<file path="src/design/gpwm_pkg.sv">
// Shared types, register map codes and helper functions for the GPIO port
// with PWM channel. No dependencies.
package gpwm_pkg;

  localparam int unsigned NumPins    = 32;
  localparam int unsigned DivBits    = 12;
  localparam int unsigned DataW      = 32;
  localparam int unsigned FselRows   = 4;
  localparam int unsigned FselPerRow = 10;
  localparam int unsigned FselW      = 3;
  localparam int unsigned FselRowW   = FselPerRow * FselW;
  localparam int unsigned DivLsb     = 12;
  localparam int unsigned PwmCtrlW   = 16;
  localparam int unsigned ClkCtrlW   = 7;

  localparam logic [DataW-1:0] PinMask = DataW'((64'd1 << NumPins) - 64'd1);

  typedef enum logic [1:0] {
    KindWrite = 2'd0,
    KindRead  = 2'd1,
    KindTick  = 2'd2
  } kind_e;

  typedef enum logic [1:0] {
    RegionGpio  = 2'd0,
    RegionPwm   = 2'd1,
    RegionClock = 2'd2
  } region_e;

  localparam logic [5:0] WordFselLast = 6'd3;
  localparam logic [5:0] WordSet      = 6'd7;
  localparam logic [5:0] WordClr      = 6'd10;
  localparam logic [5:0] WordLevel    = 6'd13;
  localparam logic [5:0] WordPwmCtrl  = 6'd0;
  localparam logic [5:0] WordPwmRange = 6'd4;
  localparam logic [5:0] WordPwmData  = 6'd5;
  localparam logic [5:0] WordClkCtrl  = 6'd40;
  localparam logic [5:0] WordClkDiv   = 6'd41;

  localparam logic [7:0] Password = 8'h5A;

  localparam int unsigned PwmEnBit  = 0;
  localparam int unsigned PwmOffBit = 3;
  localparam int unsigned PwmInvBit = 4;
  localparam int unsigned PwmMsBit  = 7;
  localparam int unsigned ClkEnBit  = 4;

  typedef struct packed {
    logic [1:0]       kind;
    logic [1:0]       region;
    logic [5:0]       word;
    logic [DataW-1:0] wdata;
    logic [DataW-1:0] pin_levels;
  } item_t;

  typedef struct packed {
    logic [PwmCtrlW-1:0] pwm_cr;
    logic [DataW-1:0]    pwm_range;
    logic [DataW-1:0]    pwm_data;
    logic                clk_en;
    logic [DivBits-1:0]  divisor;
  } timer_cfg_t;

  // Bits of a function select word that belong to pins which exist.
  function automatic logic [FselRowW-1:0] fsel_row_mask(input int unsigned row);
    logic [FselRowW-1:0] mask;
    mask = '0;
    for (int unsigned i = 0; i < FselPerRow; i++) begin
      if (row * FselPerRow + i < NumPins) begin
        mask[i*FselW +: FselW] = '1;
      end
    end
    return mask;
  endfunction

endpackage

</file>
<file path="src/design/gpwm_regs.sv">
// Bus register file: function selects, output latch, PWM and clock manager
// registers, with write decode and read mux. Depends on gpwm_pkg.
module gpwm_regs (
  input  logic                           clk_i,
  input  logic                           rst_ni,
  input  logic                           step_i,
  input  gpwm_pkg::item_t                item_i,
  output logic [gpwm_pkg::DataW-1:0]     rdata_o,
  output logic [gpwm_pkg::DataW-1:0]     latch_o,
  output gpwm_pkg::timer_cfg_t           cfg_o
);
  import gpwm_pkg::*;

  logic [FselRowW-1:0] fsel_q [FselRows];
  logic [FselRowW-1:0] fsel_d [FselRows];
  logic [DataW-1:0]    latch_q, latch_d;
  logic [PwmCtrlW-1:0] pwm_cr_q, pwm_cr_d;
  logic [DataW-1:0]    range_q, range_d;
  logic [DataW-1:0]    data_q, data_d;
  logic [ClkCtrlW-1:0] clk_ctrl_q, clk_ctrl_d;
  logic [DivBits-1:0]  div_q, div_d;
  logic                is_write, is_read, is_fsel, pw_ok;

  assign is_write = (kind_e'(item_i.kind) == KindWrite);
  assign is_read  = (kind_e'(item_i.kind) == KindRead);
  assign is_fsel  = (item_i.word <= WordFselLast);
  assign pw_ok    = (item_i.wdata[DataW-1 -: 8] == Password);

  always_comb begin
    fsel_d     = fsel_q;
    latch_d    = latch_q;
    pwm_cr_d   = pwm_cr_q;
    range_d    = range_q;
    data_d     = data_q;
    clk_ctrl_d = clk_ctrl_q;
    div_d      = div_q;
    if (is_write) begin
      case (region_e'(item_i.region))
        RegionGpio: begin
          if (is_fsel) begin
            for (int unsigned r = 0; r < FselRows; r++) begin
              if (item_i.word[1:0] == 2'(r)) begin
                fsel_d[r] = item_i.wdata[FselRowW-1:0] & fsel_row_mask(r);
              end
            end
          end else if (item_i.word == WordSet) begin
            latch_d = (latch_q | item_i.wdata) & PinMask;
          end else if (item_i.word == WordClr) begin
            latch_d = latch_q & ~item_i.wdata;
          end
        end
        RegionPwm: begin
          if (item_i.word == WordPwmCtrl) begin
            pwm_cr_d = item_i.wdata[PwmCtrlW-1:0];
          end else if (item_i.word == WordPwmRange) begin
            range_d = item_i.wdata;
          end else if (item_i.word == WordPwmData) begin
            data_d = item_i.wdata;
          end
        end
        RegionClock: begin
          // Clock manager writes without the password are dropped.
          if (pw_ok && item_i.word == WordClkCtrl) begin
            clk_ctrl_d = item_i.wdata[ClkCtrlW-1:0];
          end else if (pw_ok && item_i.word == WordClkDiv) begin
            div_d = item_i.wdata[DivLsb +: DivBits];
          end
        end
        default: ;
      endcase
    end
  end

  always_comb begin
    rdata_o = '0;
    if (is_read) begin
      case (region_e'(item_i.region))
        RegionGpio: begin
          if (is_fsel) begin
            rdata_o = DataW'(fsel_q[item_i.word[1:0]]);
          end else if (item_i.word == WordLevel) begin
            rdata_o = item_i.pin_levels & PinMask;
          end
        end
        RegionPwm: begin
          if (item_i.word == WordPwmCtrl) begin
            rdata_o = DataW'(pwm_cr_q);
          end else if (item_i.word == WordPwmRange) begin
            rdata_o = range_q;
          end else if (item_i.word == WordPwmData) begin
            rdata_o = data_q;
          end
        end
        RegionClock: begin
          // Bit 7 reads as busy, which follows the enable bit.
          if (item_i.word == WordClkCtrl) begin
            rdata_o = DataW'({clk_ctrl_q[ClkEnBit], clk_ctrl_q});
          end else if (item_i.word == WordClkDiv) begin
            rdata_o = DataW'({div_q, {DivLsb{1'b0}}});
          end
        end
        default: ;
      endcase
    end
  end

  always_ff @(posedge clk_i or negedge rst_ni) begin
    if (!rst_ni) begin
      for (int unsigned r = 0; r < FselRows; r++) begin
        fsel_q[r] <= '0;
      end
      latch_q    <= '0;
      pwm_cr_q   <= '0;
      range_q    <= '0;
      data_q     <= '0;
      clk_ctrl_q <= '0;
      div_q      <= '0;
    end else if (step_i) begin
      fsel_q     <= fsel_d;
      latch_q    <= latch_d;
      pwm_cr_q   <= pwm_cr_d;
      range_q    <= range_d;
      data_q     <= data_d;
      clk_ctrl_q <= clk_ctrl_d;
      div_q      <= div_d;
    end
  end

  assign latch_o         = latch_d;
  assign cfg_o.pwm_cr    = pwm_cr_d;
  assign cfg_o.pwm_range = range_d;
  assign cfg_o.pwm_data  = data_d;
  assign cfg_o.clk_en    = clk_ctrl_d[ClkEnBit];
  assign cfg_o.divisor   = div_d;

endmodule

</file>
<file path="src/design/gpwm_timer.sv">
// Clock divider, PWM period counter and output level logic.
// Depends on gpwm_pkg for the configuration struct and bit positions.
module gpwm_timer (
  input  logic                 clk_i,
  input  logic                 rst_ni,
  input  logic                 tick_i,
  input  gpwm_pkg::timer_cfg_t cfg_i,
  output logic                 pwm_o
);
  import gpwm_pkg::*;

  logic [DivBits-1:0] div_cnt_q, div_cnt_d, div_next;
  logic [DataW-1:0]   period_q, period_d;
  logic [DataW:0]     period_inc;
  logic               divided, pwm_en, raw;

  assign pwm_en     = cfg_i.pwm_cr[PwmEnBit];
  assign div_next   = div_cnt_q + 1'b1;
  assign period_inc = {1'b0, period_q} + 1'b1;

  always_comb begin
    div_cnt_d = div_cnt_q;
    period_d  = period_q;
    divided   = 1'b0;
    if (tick_i) begin
      // A divisor of zero is reached only when the count wraps.
      if (cfg_i.clk_en) begin
        if (div_next == cfg_i.divisor) begin
          divided   = 1'b1;
          div_cnt_d = '0;
        end else begin
          div_cnt_d = div_next;
        end
      end
      if (!pwm_en) begin
        period_d = '0;
      end else if (divided) begin
        period_d = (period_inc >= {1'b0, cfg_i.pwm_range}) ? '0 : period_inc[DataW-1:0];
      end
    end
  end

  assign raw   = cfg_i.pwm_cr[PwmMsBit] & (period_d < cfg_i.pwm_data);
  assign pwm_o = pwm_en ? (raw ^ cfg_i.pwm_cr[PwmInvBit]) : cfg_i.pwm_cr[PwmOffBit];

  always_ff @(posedge clk_i or negedge rst_ni) begin
    if (!rst_ni) begin
      div_cnt_q <= '0;
      period_q  <= '0;
    end else begin
      div_cnt_q <= div_cnt_d;
      period_q  <= period_d;
    end
  end

endmodule

</file>
<file path="src/design/gpio_port_with_pwm_channel.sv">
// GPIO port with one mark-space PWM channel: top level.
// An accepted input beat passes through the input register, then the result register;
// throughput one beat per cycle while the sink takes results, set by the single pass of the
// register update and counter logic. Reset clears both pipeline valid flags, the output
// latch, the PWM and clock registers and the counters; all function selects read as inputs.
module gpio_port_with_pwm_channel (
  input  logic                       clk_i,
  input  logic                       rst_ni,
  input  logic                       in_valid_i,
  output logic                       in_ready_o,
  input  logic [1:0]                 kind_i,
  input  logic [1:0]                 region_i,
  input  logic [5:0]                 word_i,
  input  logic [gpwm_pkg::DataW-1:0] wdata_i,
  input  logic [gpwm_pkg::DataW-1:0] pin_levels_i,
  output logic                       out_valid_o,
  input  logic                       out_ready_i,
  output logic [gpwm_pkg::DataW-1:0] rdata_o,
  output logic [gpwm_pkg::DataW-1:0] out_levels_o,
  output logic                       pwm_out_o
);
  import gpwm_pkg::*;

  item_t            item_q;
  logic             s1_valid_q, s1_move, tick;
  logic             out_valid_q;
  logic [DataW-1:0] rdata_q, levels_q, rdata, latch_d;
  logic             pwm_q, pwm;
  timer_cfg_t       cfg;

  // The held beat moves on whenever the result register is free or being emptied.
  assign s1_move    = s1_valid_q && (!out_valid_q || out_ready_i);
  assign in_ready_o = !s1_valid_q || s1_move;
  assign tick       = s1_move && (kind_e'(item_q.kind) == KindTick);

  always_ff @(posedge clk_i or negedge rst_ni) begin
    if (!rst_ni) begin
      s1_valid_q <= 1'b0;
    end else if (in_ready_o) begin
      s1_valid_q <= in_valid_i;
    end
  end

  always_ff @(posedge clk_i) begin
    if (in_valid_i && in_ready_o) begin
      item_q <= '{kind: kind_i, region: region_i, word: word_i,
                  wdata: wdata_i, pin_levels: pin_levels_i};
    end
  end

  gpwm_regs u_regs (
    .clk_i   (clk_i),
    .rst_ni  (rst_ni),
    .step_i  (s1_move),
    .item_i  (item_q),
    .rdata_o (rdata),
    .latch_o (latch_d),
    .cfg_o   (cfg)
  );

  gpwm_timer u_timer (
    .clk_i  (clk_i),
    .rst_ni (rst_ni),
    .tick_i (tick),
    .cfg_i  (cfg),
    .pwm_o  (pwm)
  );

  always_ff @(posedge clk_i or negedge rst_ni) begin
    if (!rst_ni) begin
      out_valid_q <= 1'b0;
    end else if (s1_move) begin
      out_valid_q <= 1'b1;
    end else if (out_ready_i) begin
      out_valid_q <= 1'b0;
    end
  end

  always_ff @(posedge clk_i) begin
    if (s1_move) begin
      rdata_q  <= rdata;
      levels_q <= latch_d & PinMask;
      pwm_q    <= pwm;
    end
  end

  assign out_valid_o  = out_valid_q;
  assign rdata_o      = rdata_q;
  assign out_levels_o = levels_q;
  assign pwm_out_o    = pwm_q;

endmodule

</file>
<file path="config.mk">
export PLATFORM = sky130hd
export DESIGN_NAME = gpio_port_with_pwm_channel
export DESIGN_NICKNAME = d
export VERILOG_FILES = /design/src/design/gpwm_pkg.sv /design/src/design/gpwm_regs.sv /design/src/design/gpwm_timer.sv /design/src/design/gpio_port_with_pwm_channel.sv
export SDC_FILE = /design/constraint.sdc
export NUM_CORES = 1
export LEC_CHECK = 0
export ABC_AREA = 1
export BUFFER_PORTS_ARGS = -buffer_cell sky130_fd_sc_hd__buf_4
export CORE_MARGIN = 4
export CORE_UTILIZATION = 57
export CTS_BUF_LIST = sky130_fd_sc_hd__clkbuf_2 sky130_fd_sc_hd__clkbuf_4 sky130_fd_sc_hd__clkbuf_8
export DETAILED_ROUTE_END_ITERATION = 8
export HOLD_SLACK_MARGIN = 0.03
export MAX_ROUTING_LAYER = met4
export PLACE_DENSITY = 0.86
export SLEW_MARGIN = 25
export SYNTH_ARGS = -nofsm -noshare
export SYNTH_HDL_FRONTEND = slang
export SYNTH_SLANG_ARGS = --single-unit
</file>
<file path="constraint.sdc">
create_clock -name clk_i -period 5 [get_ports clk_i]
set_clock_uncertainty 0.1 [all_clocks]
set_input_delay 0.25 -clock clk_i [delete_from_list [all_inputs] [get_ports clk_i]]
set_output_delay 0.25 -clock clk_i [all_outputs]
set_load 0.05 [all_outputs]
</file>
Word level (Yosys, flattened, before mapping):

Index checks and enable logic that the tools add are counted.

* input bits: 78
* logic and storage cells: 139
* bits in registers: 436
* output and inout port bits: 67

* bitwise gates (word level): 10
* muxes and demuxes: 62
* reduce and logical (&&, ||, !) cells: 21
* equality and inequality tests: 16
* $lt $le $gt $ge: 4
* $add $sub $neg: 2

Operator list (count)
* two-way mux 32 bit: 23
* one-hot mux 32 bit (3 select lines): 1
* bitwise AND 30 bit: 3
* binary-select mux 30 bit (select 2 bit): 1
* two-way mux 12 bit: 5
* two-way mux 30 bit: 2
* two-way mux 24 bit: 2
* two-way mux 3 bit: 16
* adder 32 x 1 -> 33 bit (second input constant): 1
* >= comparator 33 x 32 -> 1 bit: 1
* bitwise AND 32 bit: 1
* < comparator 32 bit: 1
* inverter 32 bit: 1
* OR 32 bit: 1
* bitwise AND 30 x 6 -> 30 bit: 1
* two-way mux 8 bit: 3
* AND reduction 5 bit: 4
* == test 6 x 3 -> 1 bit (second input constant): 3
* two-way mux 5 bit: 3
* adder 12 x 1 -> 12 bit (second input constant): 1
* == test 12 bit: 1
* == test 6 x 4 -> 1 bit (second input constant): 2
* == test 6 bit (second input constant): 2
* == test 2 bit (second input constant): 4
* other kinds (16): 32

Logic depth before layout (Yosys ltp):

Gate-level depths: netlist of the first run.

* depth in word-level cells: 17
* mapped depth: 42
* mapped depth without buffers: 42

Hierarchy:

From an unflattened synthesis of the first run, not the netlist that was laid out.

* cell total of the unflattened synthesis: 2891
* area, all modules: 22793.1 um^2

By module, submodules not included
* gpwm_regs: cells an instance 1919, times used 1, area an instance 13226.4 um^2, sequential area each 5680.4 um^2
* gpwm_timer: cells an instance 818, times used 1, area an instance 5280.1 um^2, sequential area each 1101.1 um^2
* gpio_port_with_pwm_channel: cells an instance 154, times used 1, area an instance 4286.6 um^2, sequential area each 4224.1 um^2

Least setup slack after synthesis of the first run:

Ideal clock, no wire load.

* path kind: register to register
* from: register u_timer.period_q[1]
* to: register pwm_q, in the netlist pwm_out_o, data pin
* data required time: 4643 ps
* clock period less this slack: 5134 ps
* library setup time: 257 ps
* stages on the path, launching flop included: 38
* slack: -134 ps
* buffers on the path: 1
* data arrival time: 4777 ps
* cell sequence: dfrtp_1 inv_1 nor3_1 nand2_1 nor3_2 nand3_1 nor3_2 nand2_1 nor2_2 nand3_1 nor2_1 nand2_1 nor2_1 nand2_1 nor2_2 nand3_1 xor2_1 inv_2 [... 2 more ...] nor2_1 nor2_1 nand3_1 nor2_2 clkbuf_1 a21oi_1 o22ai_1 ha_1 a21oi_1 o21ai_0 nand3_1 nand2_1 nand2_1 a21oi_1 nor4_1 nand3_1 nand3_1 nand2_1

* longest elaborated chain between the ends: 10

RTL lines
* start: declaration: RTL line gpwm_timer.sv:13 `logic [DataW-1:0] period_q, period_d;`
* start signal: assignment: RTL line gpwm_timer.sv:52 `period_q <= period_d;`
* adder 32 x 1 -> 33 bit *: RTL line gpwm_timer.sv:19 `assign period_inc = {1'b0, period_q} + 1'b1;`
* >= comparator 33 x 32 -> 1 bit: RTL line gpwm_timer.sv:38 `period_d = (period_inc >= {1'b0, cfg_i.pwm_range}) ? '0 : period_inc[DataW-1:0];`
* two-way mux 32 bit *: RTL line gpwm_timer.sv:38
* two-way mux 32 bit *: RTL line gpwm_timer.sv:37 `end else if (divided) begin`
* two-way mux 32 bit *: RTL line gpwm_timer.sv:35 `if (!pwm_en) begin`
* two-way mux 32 bit *: RTL line gpwm_timer.sv:25 `if (tick_i) begin`
* net u_timer.period_d[19]: RTL line gpwm_timer.sv:13
* < comparator 32 bit *: RTL line gpwm_timer.sv:43 `assign raw = cfg_i.pwm_cr[PwmMsBit] & (period_d < cfg_i.pwm_data);`
* bitwise AND 1 bit *: RTL line gpwm_timer.sv:43
* bitwise XOR 1 bit *: RTL line gpwm_timer.sv:44 `assign pwm_o = pwm_en ? (raw ^ cfg_i.pwm_cr[PwmInvBit]) : cfg_i.pwm_cr[PwmOffBit];`
* two-way mux 1 bit *: RTL line gpwm_timer.sv:44
* net pwm: RTL line gpio_port_with_pwm_channel.sv:28 `logic pwm_q, pwm;`
* end signal: assignment: RTL line gpio_port_with_pwm_channel.sv:83 `pwm_q <= pwm;`
* end: declaration: RTL line gpio_port_with_pwm_channel.sv:28

The timed path passes the listed nets; every way through them passes the cells marked *.
A chain may end at the register's enable or synchronous reset.

Worst setup path after layout of the first run:

Same ends and word-level chain as after synthesis.

==> metrics.cfg, run 1 <==
[clock_tree]
clock_latency_ns = 0.65
cts_inserted_buffers = 71
clock_sinks = 412
htreeDepth = 3
cts_root_buf = clkbuf_8
clk_pin_slew_ns = 0.06
cts_max_path_buffers = 3
cts_tree = done

[finish]
n_fill_cell = 2396
fin_util_pct = 72.9
drive_above_1_share_pct = 18.8
syn_to_final_growth_pct = 25.6
stdcell_area_um2 = 26000
antennaDiodeCount = 0
nets = 2905

[sta]
rsz0062_at_grt = true
final_hold_viol_count = 0
slew_headroom_pct = 31.7
clock.fmax_ghz = 0.176
setup-violations-final = 1
fin_crit_sh_pct = 114
fin_ws_ns = -0.697
max_slew.worst_pin.slew_ns = 1.03
post-route-min-period_ns = 5.70
slew_violations = 0

[logic_synthesis]
synth.mux.area_fraction_pct = 0
synthTopCellsByCount = nand2_1, o21ai_0, dfrtp_1, inv_1, edfxtp_1
synth_most_common_cell = nand2_1
synth-compound-area-share_pct = 17.3
ys_warn_count = 0
async_flop_share_pct = 66.3
synthSimpleGateAreaFrac_pct = 17.9
ys_types = 42
synth-edff-count = 139
synthTopCellsByArea = dfrtp_1, edfxtp_1, nand2_1, o21ai_0, inv_1
yosysTopAreaCell = dfrtp_1
syn-num-nets = 2552
netlist_area_um2 = 20700
synth_top_area_share_pct = 33.0
synth-seq-cells = 412
yosysSeqAreaShare_pct = 53.2
synthCells = 2409
synth_xor_area_share_pct = 1.06
synth_top_family_by_area = simple AND/OR/NAND/NOR gates
synth_fa_ha_area_share_pct = 3.93
synth.avg_cell_area_um2 = 8.59
synth_ff_type = dfrtp_1

[die]
core_area_um2 = 35700
die_h_um = 199
rows = 69
die_x_um = 199
num_io_pins = 145
die_area_um2 = 39400
start_util_pct = 58.0

[detailed_routing]
wl_um = 71100
viasPerCell = 6.23
drc = 1
drtIter0Drc = 3274
dr.pass1.iters = 9
vias = 20400
ant_nets = 0
routedWlPerCell_um = 21.7

[setup_path]
cp-start-kind = register
crit_top_cell = nand2_1
worstSetupPathType = reg -> reg
cp_slowest_cell = dfrtp_1
worstPathRequired_ns = 5.27
critPathLaunch = u_timer.period_q[1]
rrSetupSlack_ns = -0.70
cp.arrival_ns = 5.97
path_max_fanout = 5
cp-end-kind = register
reg2reg_depth = 38
max_stage_delay_ns = 0.40
r2r_start = u_timer.period_q[1]
r2r-end = pwm_out_o
critical_path.endpoint = pwm_out_o

[flow_run]
drv_cap = 0

[place]
gp_congestion = 0.984
dpl_cell_area_um2 = 23200
dp.final_hpwl_um = 46300
io_buffers = 144

[grt]
first_global_vias = 19600
grt_first_pass_wirelength_um = 108000
grt_use_total_pct = 36.3
antenna_found_initial = 0
grt_max_degree = 125
grt-ovfl-total = 0

[outcome]
violations = DRC, setup timing
status = finished with violations

[power]
p_leak_nw = 11.7
power_density_nw_per_um2 = 416
ir_drop_mv = 0.220

[hold_path]
min_path_type = in -> async

final cells by class:
type,count,area (um2),share of cell area [%]
inverter,242,912,3.51
timing repair buffer,397,3270,12.6
multi-input combinational,1638,8650,33.3
sequential,412,11000,42.3
tap,461,577,2.22
clock inverter,13,165,0.635
clock buffer,116,1410,5.42
report_power, final:
group          switching, mW  internal (mW)
Sequential             0.222           3.97
Clock                   1.47           1.95
Combinational           2.01           1.19
per-stage QoR:
step / hold WS, ns / cells / power (mW) / setup slack (ns) / setup TNS (ns)
4_1_cts: 0.140 / 3271 / 10.4 / -0.650 / -0.650
5_1_grt: 0.176 / 3279 / 11.2 / -0.899 / -0.899
2_1_floorplan: -0.146 / 2409 / 5.77 / 0.0142 / 0
3_5_place_dp: 0.214 / 3061 / 6.86 / -0.695 / -0.695
3_3_place_gp: 0.204 / 3061 / 6.76 / -0.602 / -0.602
6_report: 0.0939 / 3279 / 10.8 / -0.697 / -0.697
worst max-delay path, delay by kind of cell (launching register included):
kind,cells,cell delay [ns]
buffers and inverters,7,0.75
AOI/OAI and AO/OA,2,0.21
DFF,1,0.40
xor gates and xnor gates,1,0.17
adders and majority gates,2,0.59
and+or+nand+nor,26,3.20
worst min path at each step:
stage	slack, ns	cells past startpoint	end
6_report	0.09	2	u_timer.div_cnt_q[6]
5_1_grt	0.18	2	u_regs.div_q[11]
4_1_cts	0.14	2	u_timer.div_cnt_q[6]
3_5_place_dp	0.21	1	u_timer.div_cnt_q[6]
3_3_place_gp	0.20	1	u_timer.div_cnt_q[6]
2_1_floorplan	-0.15	0	out_valid_o
logic make-up after synthesis:
family                   count (synthesis)
AND/OR/NAND/NOR                        892
AO/OA/AOI/OAI                          656
flip-flops                             412
buffers and inverters                  359
adder cells (fa/ha/maj)                 65
XOR/XNOR                                25
state kept, by name, indices dropped and copies added, names as in the netlist, 12 cells and up:
name               count
u_regs.pwm_cr_q       16
u_regs.fsel_q         96
u_regs.latch_q        32
u_regs.data_q         32
item_q                74
rdata_o               32
u_regs.div_q          12
u_timer.div_cnt_q     12
out_levels_o          32
u_regs.range_q        32
u_timer.period_q      32
cell usage in the layout (no fill, tap or decap), types with 61 or more instances in the layout:
cell type	count
clkbuf_8	86
o22ai_1	74
a21oi_1	87
inv_1	224
nor2_1	108
nor3_1	61
buf_4	306
nand2_1	563
o21ai_0	400
nand3_1	81
dlygate4sd3_1	79
edfxtp_1	139
dfrtp_1	273
routing by layer:
| layer | track usage [%] | vias to the layer above | wire, um |
|---|---|---|---|
| met5 | - | - | 0 |
| met4 | 17.6 | 0 | 4430 |
| met3 | 8.18 | 374 | 8650 |
| met2 | 54.9 | 1603 | 32000 |
| met1 | 46.8 | 9526 | 26000 |
| li1 | - | 8920 | - |
timing repair:
| item | 4_1_cts | 5_1_grt |
|---|---|---|
| resized for setup | 7 | 57 |
| hold endpoints to repair | 167 | 0 |
| hold buffers | 79 | 0 |
| setup endpoints to repair | 1 | 1 |
| setup buffers | 2 | 8 |
| pin swaps | 5 | 38 |
Note: power is estimated with default switching activity, not from simulation.
==> inputs of run 2 (changes only) <==
CELL_PAD_IN_SITES_DETAIL_PLACEMENT = 0   (was unset)
CELL_PAD_IN_SITES_GLOBAL_PLACEMENT = 1   (was unset)
CORE_MARGIN = 5   (was 4)
CORE_UTILIZATION = 43   (was 57)
SYNTH_HIERARCHICAL = 1   (was unset)
==> run 2 against run 1 <==
- the run ends with setup timing left
- register-to-register slack better by 0.44 ns
- area after synthesis is 10% higher
- die area grew 46%
- global-route usage shrank 9.3 points
- first-iteration DRC count shrank 36%
==> metrics.cfg, run 2 <==
[place]
io_buffers = 144
place_ws_ns = -0.474
dp.final_hpwl_um = 53600
gp_congestion = 0.968
dpl_cell_area_um2 = 25800
place_inst = 3797

[detailed_routing]
routedWlPerCell_um = 18.9
ant_nets = 0
drc = 0
dr.pass1.iters = 5
vias = 21200
drtIter0Drc = 2097
viasPerCell = 5.25
wl_um = 76400

[finish]
biggestRegsByFlops = u_regs/fsel_q x96, item_q x74
nets = 3429
largest_reg_flops = 96
multi_input_area_um2 = 10000
n_fill_cell = 4806
final_common_cell = nand2_1
mostFrequentLayoutCells = nand2_1, buf_4, inv_1, dfrtp_1, o21ai_1
regArea_um2 = 11000
stdcell_area_um2 = 28500
regMostFlops = u_regs/fsel_q
syn_to_final_growth_pct = 25.2
instances_no_fill = 4037
fin_util_pct = 54.3
drive_above_1_share_pct = 19.5

[setup_path]
cp-end-kind = register
max_stage_delay_ns = 0.46
cp.arrival_ns = 5.57
cp_slowest_cell = edfxtp_1
crit_top_cell = nand2_1
worstSetupPathType = reg -> reg
worstPathRequired_ns = 5.31
cp-start-kind = register
path_max_fanout = 11

[die]
core_area_um2 = 52600
die_x_um = 240
die_h_um = 240
num_io_pins = 145
start_util_pct = 43.4
rows = 84
die_area_um2 = 57700

[logic_synthesis]
yosysTopAreaCell = dfrtp_1
async_flop_share_pct = 66.3
synthCells = 2891
synthTopCellsByArea = dfrtp_1, edfxtp_1, nand2_1, inv_1, o21ai_1
ys_warn_count = 6
synth-edff-count = 139
yosysSeqAreaShare_pct = 48.3
synth-seq-cells = 412
ys_types = 55
synthTopCellsByCount = nand2_1, inv_1, dfrtp_1, o21ai_1, nand3_1
synth_most_common_cell = nand2_1
synth_top_area_share_pct = 30.0
synth.avg_cell_area_um2 = 7.88
netlist_area_um2 = 22800
syn-num-nets = 3034
synth_ff_type = dfrtp_1

[clock_tree]
cts_max_path_buffers = 3
clock_sinks = 412
cts_root_buf = clkbuf_8
cts_inserted_buffers = 74
cts_tree = done
clk_pin_slew_ns = 0.07
clock_latency_ns = 0.66
htreeDepth = 3

[sta]
rsz0062_at_grt = true
slew_violations = 0
slew_headroom_pct = 33.9
fin_setup_tns_ns = -0.257
post-route-min-period_ns = 5.26
final_hold_viol_count = 0
clock.fmax_ghz = 0.190
setup-violations-final = 1
fin_crit_sh_pct = 105
whs_ns = 0.207
max_slew.worst_pin.slew_ns = 0.992
fin_ws_ns = -0.257

[flow_run]
drv_cap = 0

[grt]
grt_first_pass_wirelength_um = 118000
met1_usage_pct = 34.2
grt_util_met2_pct = 44.1
top_usage_layer = met2
antenna_found_initial = 3
grt_use_total_pct = 26.9
grt_max_degree = 149
grt-ovfl-total = 0
met3_usage_pct = 4.22
first_global_vias = 20800

[power]
power.total_mw = 9.52
ir_drop_mv = 0.251
power_density_nw_per_um2 = 334
p_leak_nw = 14.0

[outcome]
status = finished with violations
violations = setup timing

[hold_path]
min_path_type = in -> reg

==> run 2: final timing paths <==
| path | from | cells past startpoint | to | slack [ns] |
|---|---|---|---|---|
| max reg2reg | item_q[66] | 32 | pwm_out_o | -0.26 |
| min | wdata_i[18] | 2 | item_q[50] | 0.21 |
| max in group asynchronous | rst_ni | 5 | u_timer/period_q[7] | 2.90 |
| min in group asynchronous | rst_ni | 3 | u_regs/fsel_q[114] | 0.50 |
| max | item_q[66] | 32 | pwm_out_o | -0.26 |
| min reg2reg | u_regs/latch_q[16] | 2 | u_regs/latch_q[16] | 0.38 |
==> run 2: timing repair <==
action                                 in CTS  in global routing
endpoints found under the hold margin     188                 33
cloned                                      0                  1
setup endpoints to repair                   1                  1
pin swaps                                   8                 24
resized for setup                          12                 42
hold buffers                               78                  1
setup buffers                               2                 18
==> run 2: metal layers <==
metal,wire length (um),up-vias,share of wire [%]
met1,31600,10100,41
met3,4950,148,6.5
li1,-,10200,-
met5,0,-,0
met2,37200,833,49
met4,2720,0,3.6
==> run 2: worst max-delay path, delay by kind of cell (launching register included) <==
family / cells / cell delay (ns)
adders and majority gates: 1 / 0.31
and+or+nand+nor: 17 / 1.88
DFF: 1 / 0.46
AOI/OAI and AO/OA: 6 / 1.07
buffers and inverters: 8 / 1.17
==> run 2: cell families after synthesis <==
family | Yosys count | share of synthesized area [%]
AO/OA/AOI/OAI | 487 | 11.7
XOR/XNOR | 27 | 1.04
adder cells (fa/ha/maj) | 65 | 3.57
buffers and inverters | 485 | 8.71
flip-flops | 412 | 48.3
AND/OR/NAND/NOR | 1415 | 26.7
==> run 2: layout make-up <==
class,count,share of cell area [%]
tap,688,3.02
clock buffer,108,4.75
inverter,349,4.64
timing repair buffer,455,13.2
multi-input combinational,1994,35.2
antenna,3,0.0263
clock inverter,28,0.675
sequential,412,38.6
==> run 2: power by group <==
group          switching (mW)  internal, mW
Sequential              0.150          3.75
Combinational            1.38         0.899
Clock                    1.49          1.85
Total                    3.02          6.50
